<file path="src/hdl/mpfa_pkg.sv">
// Shared constants, register indexes and control types of the frame assembler.
`timescale 1ns / 1ps

package mpfa_pkg;

    localparam int PORTS_DEF       = 6;
    localparam int FRAME_BYTES_DEF = 32;

    localparam int CFG_IDX_W  = 3;
    localparam int CFG_DATA_W = 48;

    localparam logic [CFG_IDX_W-1:0] CFG_PORT_MODES    = 3'd0;
    localparam logic [CFG_IDX_W-1:0] CFG_HEAD_BYTES    = 3'd1;
    localparam logic [CFG_IDX_W-1:0] CFG_TAIL_BYTES    = 3'd2;
    localparam logic [CFG_IDX_W-1:0] CFG_FIXED_LENGTH  = 3'd3;
    localparam logic [CFG_IDX_W-1:0] CFG_TIMEOUT_TICKS = 3'd4;

    localparam logic [1:0] MODE_HEAD_TAIL = 2'd0;
    localparam logic [1:0] MODE_TAIL_ONLY = 2'd1;
    localparam logic [1:0] MODE_HEAD_LEN  = 2'd2;

    localparam logic OP_BYTE = 1'b0;
    localparam logic OP_TICK = 1'b1;

    localparam int PORT_W = 3;
    localparam int BYTE_W = 8;
    localparam int POS_W  = 5;
    localparam int LEN_W  = 6;

    localparam logic [LEN_W-1:0]  FIXED_LENGTH_RST  = 6'd8;
    localparam logic [15:0]       TIMEOUT_TICKS_RST = 16'd10;

    // Commands from the controller to the datapath
    typedef struct packed {
        logic accept;   // capture the input word
        logic eval;     // process the captured word
        logic rd;       // issue a frame store read
        logic ld;       // load the output register
    } mpfa_cmd_t;

    // Status from the datapath to the controller
    typedef struct packed {
        logic emit;     // evaluated byte completes a frame
        logic last;     // read position is the final byte
        logic out_free; // output register can take a word this cycle
    } mpfa_stat_t;

endpackage

</file>
<file path="src/hdl/multi_port_frame_assembler.sv">
// Flow: an input word is captured, then evaluated; a word that completes a frame is read
// out byte by byte from the frame store into the output register, which can stall it.
// Input waits until readout ends, set by the single read port of the frame store.
// Reset: asynchronous, active low; clears fill counts, byte times, the tick counter,
// configuration and handshake state. Frame store contents are not cleared.
`timescale 1ns / 1ps

module multi_port_frame_assembler #(
    parameter int PORTS       = mpfa_pkg::PORTS_DEF,
    parameter int FRAME_BYTES = mpfa_pkg::FRAME_BYTES_DEF
) (
    input  logic                             clk,
    input  logic                             rst_n,
    input  logic                             cfg_valid,
    output logic                             cfg_ready,
    input  logic [mpfa_pkg::CFG_IDX_W-1:0]   cfg_index,
    input  logic [mpfa_pkg::CFG_DATA_W-1:0]  cfg_data,
    input  logic                             s_tvalid,
    output logic                             s_tready,
    input  logic [15:0]                      s_tdata,  // port[2:0], rx_byte[10:3], zero pad
    input  logic                             s_tuser,  // op
    output logic                             m_tvalid,
    input  logic                             m_tready,
    output logic [23:0]                      m_tdata,  // frame_port[2:0], frame_byte[10:3],
                                                       // byte_position[15:11],
                                                       // frame_length[21:16], zero pad
    output logic                             m_tlast   // last_byte
);
    import mpfa_pkg::*;

    mpfa_cmd_t         cmd;
    mpfa_stat_t        stat;
    logic [PORT_W-1:0] out_port;
    logic [BYTE_W-1:0] out_byte;
    logic [POS_W-1:0]  out_pos;
    logic [LEN_W-1:0]  out_len;

    assign cfg_ready = 1'b1;

    mpfa_ctrl u_ctrl (
        .clk      (clk),
        .rst_n    (rst_n),
        .in_valid (s_tvalid),
        .in_ready (s_tready),
        .stat     (stat),
        .cmd      (cmd)
    );

    mpfa_dp #(
        .PORTS       (PORTS),
        .FRAME_BYTES (FRAME_BYTES)
    ) u_dp (
        .clk       (clk),
        .rst_n     (rst_n),
        .cfg_we    (cfg_valid && cfg_ready),
        .cfg_index (cfg_index),
        .cfg_data  (cfg_data),
        .in_op     (s_tuser),
        .in_port   (s_tdata[2:0]),
        .in_byte   (s_tdata[10:3]),
        .cmd       (cmd),
        .stat      (stat),
        .out_valid (m_tvalid),
        .out_ready (m_tready),
        .out_port  (out_port),
        .out_byte  (out_byte),
        .out_pos   (out_pos),
        .out_len   (out_len),
        .out_last  (m_tlast)
    );

    assign m_tdata = {2'b00, out_len, out_pos, out_byte, out_port};

endmodule

</file>
<file path="src/hdl/mpfa_ctrl.sv">
// Controller state machine: sequences evaluation and frame readout.
`timescale 1ns / 1ps

module mpfa_ctrl (
    input  logic                 clk,
    input  logic                 rst_n,
    input  logic                 in_valid,
    output logic                 in_ready,
    input  mpfa_pkg::mpfa_stat_t stat,
    output mpfa_pkg::mpfa_cmd_t  cmd
);
    import mpfa_pkg::*;

    localparam logic [1:0] ST_IDLE = 2'd0;
    localparam logic [1:0] ST_EVAL = 2'd1;
    localparam logic [1:0] ST_RD   = 2'd2;
    localparam logic [1:0] ST_LD   = 2'd3;

    logic [1:0] state_reg;
    logic [1:0] state_next;

    assign in_ready = (state_reg == ST_IDLE);

    always_comb
    begin
        state_next = state_reg;
        cmd        = '0;
        unique case (state_reg)
            ST_IDLE:
            begin
                cmd.accept = in_valid;
                if (in_valid)
                begin
                    state_next = ST_EVAL;
                end
            end
            ST_EVAL:
            begin
                cmd.eval   = 1'b1;
                state_next = stat.emit ? ST_RD : ST_IDLE;
            end
            ST_RD:
            begin
                cmd.rd     = 1'b1;
                state_next = ST_LD;
            end
            ST_LD:
            begin
                // hold the read word until the output register frees up
                if (stat.out_free)
                begin
                    cmd.ld     = 1'b1;
                    state_next = stat.last ? ST_IDLE : ST_RD;
                end
            end
            default:
            begin
                state_next = ST_IDLE;
            end
        endcase
    end

    always_ff @(posedge clk or negedge rst_n)
    begin
        if (!rst_n)
        begin
            state_reg <= ST_IDLE;
        end
        else
        begin
            state_reg <= state_next;
        end
    end

endmodule

</file>
<file path="src/hdl/mpfa_dp.sv">
// Datapath: configuration, per-port fill state, frame store and output register.
`timescale 1ns / 1ps

module mpfa_dp #(
    parameter int PORTS       = mpfa_pkg::PORTS_DEF,
    parameter int FRAME_BYTES = mpfa_pkg::FRAME_BYTES_DEF
) (
    input  logic                                 clk,
    input  logic                                 rst_n,
    input  logic                                 cfg_we,
    input  logic [mpfa_pkg::CFG_IDX_W-1:0]       cfg_index,
    input  logic [mpfa_pkg::CFG_DATA_W-1:0]      cfg_data,
    input  logic                                 in_op,
    input  logic [mpfa_pkg::PORT_W-1:0]          in_port,
    input  logic [mpfa_pkg::BYTE_W-1:0]          in_byte,
    input  mpfa_pkg::mpfa_cmd_t                  cmd,
    output mpfa_pkg::mpfa_stat_t                 stat,
    output logic                                 out_valid,
    input  logic                                 out_ready,
    output logic [mpfa_pkg::PORT_W-1:0]          out_port,
    output logic [mpfa_pkg::BYTE_W-1:0]          out_byte,
    output logic [mpfa_pkg::POS_W-1:0]           out_pos,
    output logic [mpfa_pkg::LEN_W-1:0]           out_len,
    output logic                                 out_last
);
    import mpfa_pkg::*;

    localparam int PI_W   = (PORTS > 1) ? $clog2(PORTS) : 1;
    localparam int FC_W   = $clog2(FRAME_BYTES + 1);
    localparam int DEPTH  = PORTS * FRAME_BYTES;
    localparam int ADDR_W = (DEPTH > 1) ? $clog2(DEPTH) : 1;

    localparam logic [FC_W-1:0] FILL_MAX = FC_W'(FRAME_BYTES - 1);
    localparam logic [FC_W-1:0] FILL_FB  = FC_W'(FRAME_BYTES);
    localparam logic [FC_W-1:0] FILL_TWO = FC_W'(2);

    // configuration
    logic [11:0]       port_modes_reg;
    logic [47:0]       head_bytes_reg;
    logic [47:0]       tail_bytes_reg;
    logic [LEN_W-1:0]  fixed_length_reg;
    logic [15:0]       timeout_ticks_reg;

    // captured input word
    logic              op_reg;
    logic [PORT_W-1:0] port_reg;
    logic [BYTE_W-1:0] byte_reg;

    // per-port state
    logic [FC_W-1:0]   fill_reg [PORTS];
    logic [31:0]       seen_reg [PORTS];
    logic [31:0]       tick_reg;

    // frame store
    logic [BYTE_W-1:0] mem [DEPTH];
    logic [BYTE_W-1:0] rd_data_reg;

    // readout
    logic [PORT_W-1:0] emit_port_reg;
    logic [FC_W-1:0]   emit_len_reg;
    logic [FC_W-1:0]   pos_reg;

    // output register
    logic              out_valid_reg;
    logic [PORT_W-1:0] out_port_reg;
    logic [BYTE_W-1:0] out_byte_reg;
    logic [POS_W-1:0]  out_pos_reg;
    logic [LEN_W-1:0]  out_len_reg;
    logic              out_last_reg;

    // evaluation results
    logic              port_ok;
    logic [PI_W-1:0]   pidx;
    logic [1:0]        mode;
    logic [7:0]        head;
    logic [7:0]        tail;
    logic [FC_W-1:0]   n_cur;
    logic [FC_W-1:0]   n_eff;
    logic [FC_W-1:0]   n_inc;
    logic [FC_W-1:0]   flen;
    logic [31:0]       idle_ticks;
    logic              wr_en;
    logic [FC_W-1:0]   wr_idx;
    logic [FC_W-1:0]   fill_new;
    logic              emit;
    logic [FC_W-1:0]   emit_len;
    logic [ADDR_W-1:0] wr_addr;
    logic [ADDR_W-1:0] rd_addr;

    always_comb
    begin
        port_ok    = (int'(port_reg) < PORTS);
        pidx       = PI_W'(port_reg);
        mode       = 2'((port_modes_reg >> (2 * port_reg)) & 12'h3);
        head       = 8'((head_bytes_reg >> (8 * port_reg)) & 48'hFF);
        tail       = 8'((tail_bytes_reg >> (8 * port_reg)) & 48'hFF);
        n_cur      = port_ok ? fill_reg[pidx] : '0;
        idle_ticks = tick_reg - (port_ok ? seen_reg[pidx] : 32'd0);
        // drop a partial frame that went idle too long
        n_eff      = ((n_cur != '0) && (idle_ticks > {16'd0, timeout_ticks_reg})) ? '0 : n_cur;
        n_inc      = n_eff + FC_W'(1);
        if (int'(fixed_length_reg) < 2)
        begin
            flen = FILL_TWO;
        end
        else if (int'(fixed_length_reg) > FRAME_BYTES)
        begin
            flen = FILL_FB;
        end
        else
        begin
            flen = FC_W'(fixed_length_reg);
        end

        wr_en    = 1'b0;
        wr_idx   = n_eff;
        fill_new = '0;
        emit     = 1'b0;
        emit_len = n_inc;

        if (mode == MODE_TAIL_ONLY)
        begin
            if (n_eff < FILL_MAX)
            begin
                wr_en = 1'b1;
                if (byte_reg == tail)
                begin
                    emit = (n_inc >= FILL_TWO);
                end
                else
                begin
                    fill_new = n_inc;
                end
            end
        end
        else if (n_eff == '0)
        begin
            // wait for the head byte
            if (byte_reg == head)
            begin
                wr_en    = 1'b1;
                fill_new = FC_W'(1);
            end
        end
        else if (mode == MODE_HEAD_LEN)
        begin
            if (n_eff < flen)
            begin
                wr_en = 1'b1;
                if (n_inc >= flen)
                begin
                    emit = 1'b1;
                end
                else
                begin
                    fill_new = n_inc;
                end
            end
        end
        else if (byte_reg != tail)
        begin
            if (n_eff < FILL_MAX)
            begin
                wr_en    = 1'b1;
                fill_new = n_inc;
            end
        end
        else if ((n_eff >= FILL_TWO) && (n_eff < FILL_FB))
        begin
            wr_en = 1'b1;
            emit  = 1'b1;
        end

        if ((op_reg != OP_BYTE) || !port_ok)
        begin
            wr_en = 1'b0;
            emit  = 1'b0;
        end

        wr_addr = ADDR_W'(int'(port_reg) * FRAME_BYTES + int'(wr_idx));
        rd_addr = ADDR_W'(int'(emit_port_reg) * FRAME_BYTES + int'(pos_reg));
    end

    assign stat.emit     = emit;
    assign stat.last     = (pos_reg == emit_len_reg - FC_W'(1));
    assign stat.out_free = !out_valid_reg || out_ready;

    always_ff @(posedge clk or negedge rst_n)
    begin
        if (!rst_n)
        begin
            port_modes_reg    <= '0;
            head_bytes_reg    <= '0;
            tail_bytes_reg    <= '0;
            fixed_length_reg  <= FIXED_LENGTH_RST;
            timeout_ticks_reg <= TIMEOUT_TICKS_RST;
        end
        else if (cfg_we)
        begin
            case (cfg_index)
                CFG_PORT_MODES:    port_modes_reg    <= cfg_data[11:0];
                CFG_HEAD_BYTES:    head_bytes_reg    <= cfg_data[47:0];
                CFG_TAIL_BYTES:    tail_bytes_reg    <= cfg_data[47:0];
                CFG_FIXED_LENGTH:  fixed_length_reg  <= cfg_data[LEN_W-1:0];
                CFG_TIMEOUT_TICKS: timeout_ticks_reg <= cfg_data[15:0];
                default:           ;
            endcase
        end
    end

    always_ff @(posedge clk)
    begin
        if (cmd.accept)
        begin
            op_reg   <= in_op;
            port_reg <= in_port;
            byte_reg <= in_byte;
        end
    end

    always_ff @(posedge clk or negedge rst_n)
    begin
        if (!rst_n)
        begin
            tick_reg <= '0;
            for (int i = 0; i < PORTS; i++)
            begin
                fill_reg[i] <= '0;
                seen_reg[i] <= '0;
            end
        end
        else if (cmd.eval)
        begin
            if (op_reg == OP_TICK)
            begin
                tick_reg <= tick_reg + 32'd1;
            end
            else if (port_ok)
            begin
                fill_reg[pidx] <= fill_new;
                seen_reg[pidx] <= tick_reg;
            end
        end
    end

    always_ff @(posedge clk)
    begin
        if (cmd.eval && wr_en)
        begin
            mem[wr_addr] <= byte_reg;
        end
        if (cmd.rd)
        begin
            rd_data_reg <= mem[rd_addr];
        end
    end

    always_ff @(posedge clk)
    begin
        if (cmd.eval && emit)
        begin
            emit_port_reg <= port_reg;
            emit_len_reg  <= emit_len;
        end
    end

    always_ff @(posedge clk or negedge rst_n)
    begin
        if (!rst_n)
        begin
            pos_reg <= '0;
        end
        else if (cmd.eval)
        begin
            pos_reg <= '0;
        end
        else if (cmd.ld)
        begin
            pos_reg <= pos_reg + FC_W'(1);
        end
    end

    always_ff @(posedge clk or negedge rst_n)
    begin
        if (!rst_n)
        begin
            out_valid_reg <= 1'b0;
        end
        else if (cmd.ld)
        begin
            out_valid_reg <= 1'b1;
        end
        else if (out_ready)
        begin
            out_valid_reg <= 1'b0;
        end
    end

    always_ff @(posedge clk)
    begin
        if (cmd.ld)
        begin
            out_port_reg <= emit_port_reg;
            out_byte_reg <= rd_data_reg;
            out_pos_reg  <= POS_W'(pos_reg);
            out_len_reg  <= LEN_W'(emit_len_reg);
            out_last_reg <= stat.last;
        end
    end

    assign out_valid = out_valid_reg;
    assign out_port  = out_port_reg;
    assign out_byte  = out_byte_reg;
    assign out_pos   = out_pos_reg;
    assign out_len   = out_len_reg;
    assign out_last  = out_last_reg;

endmodule
</file>
<file path="config.mk">
export PLATFORM = sky130hd
export DESIGN_NAME = multi_port_frame_assembler
export DESIGN_NICKNAME = d
export VERILOG_FILES = /design/src/hdl/mpfa_pkg.sv /design/src/hdl/multi_port_frame_assembler.sv /design/src/hdl/mpfa_ctrl.sv /design/src/hdl/mpfa_dp.sv
export SDC_FILE = /design/constraint.sdc
export NUM_CORES = 2
export LEC_CHECK = 0
export BUFFER_PORTS_ARGS = -buffer_cell sky130_fd_sc_hd__buf_2
export CAP_MARGIN = 20
export CORE_MARGIN = 5
export CORE_UTILIZATION = 45
export CTS_CLUSTER_DIAMETER = 80
export DETAILED_ROUTE_END_ITERATION = 10
export PLACE_DENSITY = 0.59
export SLEW_MARGIN = 20
export SYNTH_ARGS = -nofsm -noshare
export SYNTH_HDL_FRONTEND = slang
export SYNTH_HIERARCHICAL = 1
export SYNTH_SLANG_ARGS = --single-unit
</file>
<file path="constraint.sdc">
create_clock -name clk -period 9.6 [get_ports clk]
set_input_delay 1.44 -clock clk [delete_from_list [all_inputs] [get_ports clk]]
set_output_delay 1.44 -clock clk [all_outputs]
set_load 0.1 [all_outputs]
</file>
Yosys cells after proc, flatten, opt, wreduce, memory -nomap -nowiden
Memories as Yosys holds them, arrays and structs flattened. A register that Yosys moved wholly into a read port is not among the register bits.
Index checks and enable logic that the tools add are counted.
Widths: inputs -> output; s select.
{ "totals": {"register_bits": 443, "rom_bits": 0, "ramBits": 1536, "elab_cells": 155, "out_inout_bits": 28, "latch_bits": 0, "memories": 1} }
{ "classes": {"shift": 3, "eq_ne": 15, "n_div": 0, "order_cmp": 12, "n_mul": 0, "n_addsub": 7, "mux": 61, "n_reduce_logical": 23, "bitwise_logic": 2} }
{ "memory_table": {"columns": ["memory", "depth", "word_bits", "rd", "rd_clocked_by_memory_dff", "wr", "line_no", "rtl"], "rows": [
  ["u_dp.mem", 192, 8, 1, 1, 1, "mpfa_dp.sv:55", "logic [BYTE_W-1:0] mem [DEPTH];"]
]} }
{ "ops": {"columns": ["op", "count"], "rows": [
  ["$bwmux 192", 1],
  ["$mux 32", 4],
  ["$mux 6", 18],
  ["$bmux 32 s3", 1],
  ["$demux 32 s3", 1],
  ["$shr 48x6->8", 2],
  ["$bwmux 36", 1],
  ["$add 32x1->32 const B", 1],
  ["$gt 32x16->1", 1],
  ["$sub 32x32->32", 1],
  ["$mux 1", 28],
  ["$bmux 6 s3", 1],
  ["$demux 6 s3", 1],
  ["$add 8x6->8", 2],
  ["$eq 8x8->1", 2],
  ["$reduce_and 2->1", 7],
  ["$add 6x1->6 const B", 2],
  ["$ge 6x2->1 const B", 2],
  ["$shr 12x4->2", 1],
  ["$mux 2", 4],
  ["$ne 8x8->1", 1],
  ["$pmux 2 s4", 1],
  ["$eq 2x2->1 const B", 3],
  ["$eq 3x2->1 const B", 2],
  ["26 further kinds", 35]
]} }

Depth between registers and ports, before layout
{ "logic_depth": {"ltp_word": 20, "ltp_mapped": 46, "ltp_nobuf": 39} }

Hierarchy
Netlist, hierarchy kept.
{ "modules_own_cells": {"columns": ["module", "cells_per_inst", "seq_area_each_um2", "n_inst", "area_each_um2"], "rows": [
  ["mpfa_dp", 4555, 57624.0, 1, 83219.8],
  ["mpfa_ctrl", 12, 50.0, 1, 106.4],
  ["multi_port_frame_assembler", 5, 0.0, 1, 30.0]
]} }

Least setup slack after synthesis
OpenSTA, ideal clock, no wires.
{ "synth_timing": {"kind": "reg2reg", "start": "register u_dp.port_reg[0], in the netlist u_dp/pidx[0]", "end": "register u_dp.emit_len_reg[0], enable pin", "path_slack_ns": 0.745, "arrival_time_ns": 8.465, "n_path_buf": 7, "setup_ns": 0.390, "path_stages_with_launch": 43, "cell_sequence": "edfxtp_1 buf_2 buf_2 nor3_1 clkbuf_1 clkbuf_1 buf_1 a22oi_1 nand2_1 a221oi_1 ha_1 and2_1 a221oi_1 a2111o_1 nand2_1 a31oi_1 o21ai_0 xor2_1 [7 not listed] nor4_2 and4b_1 buf_4 nand2_1 inv_1 ha_1 clkbuf_1 xnor2_1 inv_1 ha_1 o21a_1 o21a_1 o21ai_0 nand2b_1 a21oi_1 o21ai_0 nand3_1 o31ai_1"} }
{ "synth_between": {"elab_chain_len": 18} }
{ "synth_rtl": {"columns": ["element", "line_no", "rtl"], "rows": [
  ["start, declared", "mpfa_dp.sv:46", "logic [PORT_W-1:0] port_reg;"],
  ["start signal, assigned", "mpfa_dp.sv:216", "port_reg <= in_port;"],
  ["$not 3->4 (implied by the code)", "mpfa_dp.sv:97, mpfa_dp.sv:98", null],
  ["$bmux 32 s3", "mpfa_dp.sv:98", "idle_ticks = tick_reg - (port_ok ? seen_reg[pidx] : 32'd0);"],
  ["$mux 32 (implied by the code) (2 in a row)", "mpfa_dp.sv:98", null],
  ["$mux 32", "mpfa_dp.sv:98", null],
  ["$sub 32x32->32", "mpfa_dp.sv:98", null],
  ["$gt 32x16->1", "mpfa_dp.sv:100", "n_eff = ((n_cur != '0) && (idle_ticks > {16'd0, timeout_ticks_reg})) ? '0 : n_cur;"],
  ["$logic_and 1x1->1", "mpfa_dp.sv:100", null],
  ["$mux 6 (*)", "mpfa_dp.sv:100", null],
  ["[1 not listed]", null, null],
  ["named net u_dp.emit_len[0]", "mpfa_dp.sv:86", "logic [FC_W-1:0] emit_len;"],
  ["$ge 6x6->1", "mpfa_dp.sv:150", "if (n_inc >= flen)"],
  ["$mux 1", "mpfa_dp.sv:150", null],
  ["$mux 1", "mpfa_dp.sv:147", "if (n_eff < flen)"],
  ["$mux 1", "mpfa_dp.sv:145", "else if (mode == MODE_HEAD_LEN)"],
  ["$mux 1", "mpfa_dp.sv:136", "else if (n_eff == '0)"],
  ["$mux 1 (*)", "mpfa_dp.sv:121", "if (mode == MODE_TAIL_ONLY)"],
  ["$mux 1 (*)", "mpfa_dp.sv:174", "if ((op_reg != OP_BYTE) || !port_ok)"],
  ["$logic_and 1x1->1 (*)", "mpfa_dp.sv:260", "if (cmd.eval && emit)"],
  ["end signal, assigned", "mpfa_dp.sv:263", "emit_len_reg <= emit_len;"],
  ["end, declared", "mpfa_dp.sv:60", "logic [FC_W-1:0] emit_len_reg;"]
]} }
The timed path passes the listed nets; every way through them passes the cells marked *. The select of a mux whose other input is x is not followed.
A chain may end at the register's enable or synchronous reset.

Worst setup path after layout
{ "layout_timing": {"start": "register u_dp.port_reg[0], in the netlist u_dp/pidx[0]", "end": "memory u_dp.mem[161][3], enable pin"} }
{ "layout_between": {"elab_chain_len": 20} }
{ "layout_rtl": {"columns": ["element", "line_no", "rtl"], "rows": [
  ["$not 3->4 (implied by the code)", "mpfa_dp.sv:97, mpfa_dp.sv:98", null],
  ["$bmux 32 s3", "mpfa_dp.sv:98", null],
  ["$mux 32 (implied by the code) (2 in a row)", "mpfa_dp.sv:98", null],
  ["$mux 32", "mpfa_dp.sv:98", null],
  ["$sub 32x32->32", "mpfa_dp.sv:98", null],
  ["$gt 32x16->1", "mpfa_dp.sv:100", null],
  ["$logic_and 1x1->1", "mpfa_dp.sv:100", null],
  ["$mux 6", "mpfa_dp.sv:100", null],
  ["[3 not listed]", null, null],
  ["$mux 1", "mpfa_dp.sv:160", "else if (byte_reg != tail)"],
  ["$mux 1", "mpfa_dp.sv:145", null],
  ["$mux 1", "mpfa_dp.sv:136", null],
  ["$mux 1", "mpfa_dp.sv:121", null],
  ["$mux 1", "mpfa_dp.sv:174", null],
  ["$logic_and 1x1->1", "mpfa_dp.sv:248", "if (cmd.eval && wr_en)"],
  ["$mux 1", "mpfa_dp.sv:248", null],
  ["$mux 1 (implied by the code)", "mpfa_dp.sv:250", "mem[wr_addr] <= byte_reg;"],
  ["end, declared", "mpfa_dp.sv:55", null]
]} }
Several ways; a longest one is shown, not always the timed one. The select of a mux whose other input is x is not followed.

==> impl_metrics.env <==
export IMPL_crit_path_max_incr_delay_ns=0.49
export IMPL_wirelength_um=207000
export IMPL_netlist_area_um2=83400
export IMPL_finalWeightedCongestion=0.819
export IMPL_p_per_area_nw_per_um2=201
export IMPL_cp_start_kind="register"
export IMPL_synth_main_ff_cell="edfxtp_1"
export IMPL_hold_depth=0
export IMPL_cts_sinks=1987
export IMPL_drtPass1Iterations=6
export IMPL_synth_area_leader_cell="edfxtp_1"
export IMPL_grt_max_degree=195
export IMPL_portBuffers=92
export IMPL_fin_skew_ns=0.0471
export IMPL_crit_path_max_fanout=49
export IMPL_path_delay_family="compound AO/OA/AOI/OAI gates"
export IMPL_hp_start="u_dp/rd_data_reg[1]"
export IMPL_whs_ns=0.416
export IMPL_grt_setup_unrepaired="no"
export IMPL_final_nets=4996
export IMPL_cts_buffers=203
export IMPL_htree_levels=4
export IMPL_die_area_um2=194000
export IMPL_slew_headroom=0.120
export IMPL_drc=0
export IMPL_post_cts_buffers=0
export IMPL_cp_data_required_time_ns=10.14
export IMPL_area_growth_pct=14.7
export IMPL_drtIter0Drc=4257
export IMPL_async_flop_share=0.201
export IMPL_synthTopCellsByArea="edfxtp_1 57%, mux4_2 14%, dfrtp_1 12%, mux2_2 4.2%, ha_1 1.1%"
export IMPL_path_class="register to register"
export IMPL_status="completed"
export IMPL_grt_remaining_overflow=0
export IMPL_ys_seq_area_frac=0.692
export IMPL_synth_area_per_cell_um2=18.2
export IMPL_wl_per_cell_um=27.6
export IMPL_num_vias=44400
export IMPL_dpl_hpwl_um=123000
export IMPL_grtUsageTotal=0.214
export IMPL_arrival_ns=9.59
export IMPL_tns_ns=0
export IMPL_hp_class="register to register"
export IMPL_clkTransAtPathRegs_ns=0.06
export IMPL_cts_buffer_depth=3
export IMPL_final_area_um2=95600
export IMPL_largest_reg_flops=1536
export IMPL_finalHoldViolCount=0
export IMPL_grt_pass1_vias=45300
export IMPL_via_per_inst=5.92
export IMPL_root_buffer="clkbuf_16"
export IMPL_postCtsHoldBufs=0
export IMPL_fin_crit_ns=9.06
export IMPL_setup_viol=0
export IMPL_crit_slowest_cell="edfxtp_1"
export IMPL_leakage_nw=32.4
export IMPL_antenna_left=0
export IMPL_start_util=0.451
export IMPL_synth_edff_count=1588
export IMPL_finalCritPeriodShare=0.943
export IMPL_fmax_mhz=110
export IMPL_ir_drop_mv=0.169
export IMPL_yosys_cell_count_top_type="edfxtp_1"
export IMPL_yosys_top_cells_count="1588 x edfxtp_1, 509 x mux4_2, 396 x dfrtp_1"
export IMPL_final_layout_size_suffix_gt1_frac=0.331
export IMPL_reg2reg_to="u_dp/mem[161][3]"
export IMPL_die_h_um=440
export IMPL_die_w_um=440
export IMPL_antenna_found_initial=8
export IMPL_fillers=14900
export IMPL_placed_cell_area_um2=88600
export IMPL_yosysWarnings=6
export IMPL_synthCells=4572
export IMPL_maxCapViolCount=0
export IMPL_r2r_start="u_dp/pidx[0]"
export IMPL_cp_num_buf_inv=7
export IMPL_min_to="u_dp/out_byte[1]"
export IMPL_synth_top_area_frac=0.572
export IMPL_ys_types=85
export IMPL_clk_latency_ns=0.85
export IMPL_slew_viol_final=0
export IMPL_coreArea_um2=185000
export IMPL_cp_end_kind="register"
export IMPL_rrSetupSlack_ns=0.54
export IMPL_ys_ff_latch=1987
export IMPL_cts_tree="built"
export IMPL_ctsResizeCount=0
export IMPL_io_pins=101
export IMPL_worst_pin_slew_ns=1.32
export IMPL_reg2reg_depth=39
export IMPL_grt_first_pass_wirelength_um=308000
export IMPL_row_count=158
==> cell families after synthesis <==
kind of cell,share of synthesized area
other,0.0000901
AO/OA/AOI/OAI,0.0337
flip-flops,0.692
multiplexers,0.184
XOR/XNOR,0.00862
buffers and inverters,0.0192
adder cells (fa/ha/maj),0.0110
AND/OR/NAND/NOR,0.0517
==> per-stage QoR <==
step	utilization	std cells	setup WS [ns]	total power, W
floorplan	-	4573	0.745	0.0108
global placement	0.480	7121	0.442	0.0113
detailed placement	0.480	7121	0.352	0.0113
CTS	0.516	7497	0.311	0.0194
global route	0.517	7502	0.0237	0.0199
finish	0.517	7502	0.544	0.0192
==> placed cells by master (no fill, tap or decap), drive strengths merged, types with 74 or more instances in the layout <==
cell	netlist	final
nand2	214	214
o21ai	96	96
dfrtp	396	396
nor2	91	91
nand4	95	95
edfxtp	1588	1588
buf	128	410
clkinv	1	74
mux4	509	509
clkbuf	211	263
nor3	115	115
a22oi	81	81
mux2	311	311
==> area by class of cell <==
type,instances,area (um2),area share
sequential,1987,57700,0.604
multi-input combinational,2204,24600,0.258
clock buffer,263,5440,0.0569
timing repair buffer,410,3180,0.0333
tap,2480,3100,0.0325
clock inverter,113,1390,0.0146
inverter,44,169,0.00177
antenna,1,2.50,0.0000262
==> routing by layer <==
layer | vias up | global-route usage | wire, um
met2 | 1339 | 0.348 | 101000
li1 | 19200 | - | -
met1 | 23600 | 0.306 | 88900
met5 | - | 0 | 0
met4 | 0 | 0.0542 | 4620
met3 | 280 | 0.0327 | 12200
==> worst max path at each step <==
stage                       from              endpoint  slack (ns)  cells after the start
floorplan           u_dp/pidx[0]  u_dp/emit_len_reg[0]        0.74                     42
global placement    u_dp/pidx[2]       u_dp/mem[49][0]        0.44                     38
detailed placement  u_dp/pidx[2]       u_dp/mem[49][0]        0.35                     38
CTS                 u_dp/pidx[2]       u_dp/mem[46][7]        0.31                     38
global route        u_dp/pidx[0]       u_dp/mem[45][7]        0.02                     39
finish              u_dp/pidx[0]      u_dp/mem[161][3]        0.54                     39
==> worst reg2reg max path: cells and delay by family (launching register included) <==
family,cells,cell delay [ns]
adders and majority gates,3,0.92
and+or+nand+nor,14,2.70
xor gates and xnor gates,1,0.29
buffers and inverters,7,1.59
AOI/OAI and AO/OA,14,2.77
DFF,1,0.49
==> power by group <==
| group | switching [W] | total, W | internal, W | leakage, nW |
|---|---|---|---|---|
| registers | 0.000119 | 0.00960 | 0.00949 | 19.6 |
| logic | 0.000964 | 0.00157 | 0.000606 | 9.57 |
| clock network | 0.00337 | 0.00804 | 0.00467 | 3.32 |
No activity file was read; power rests on OpenSTA's default activity.
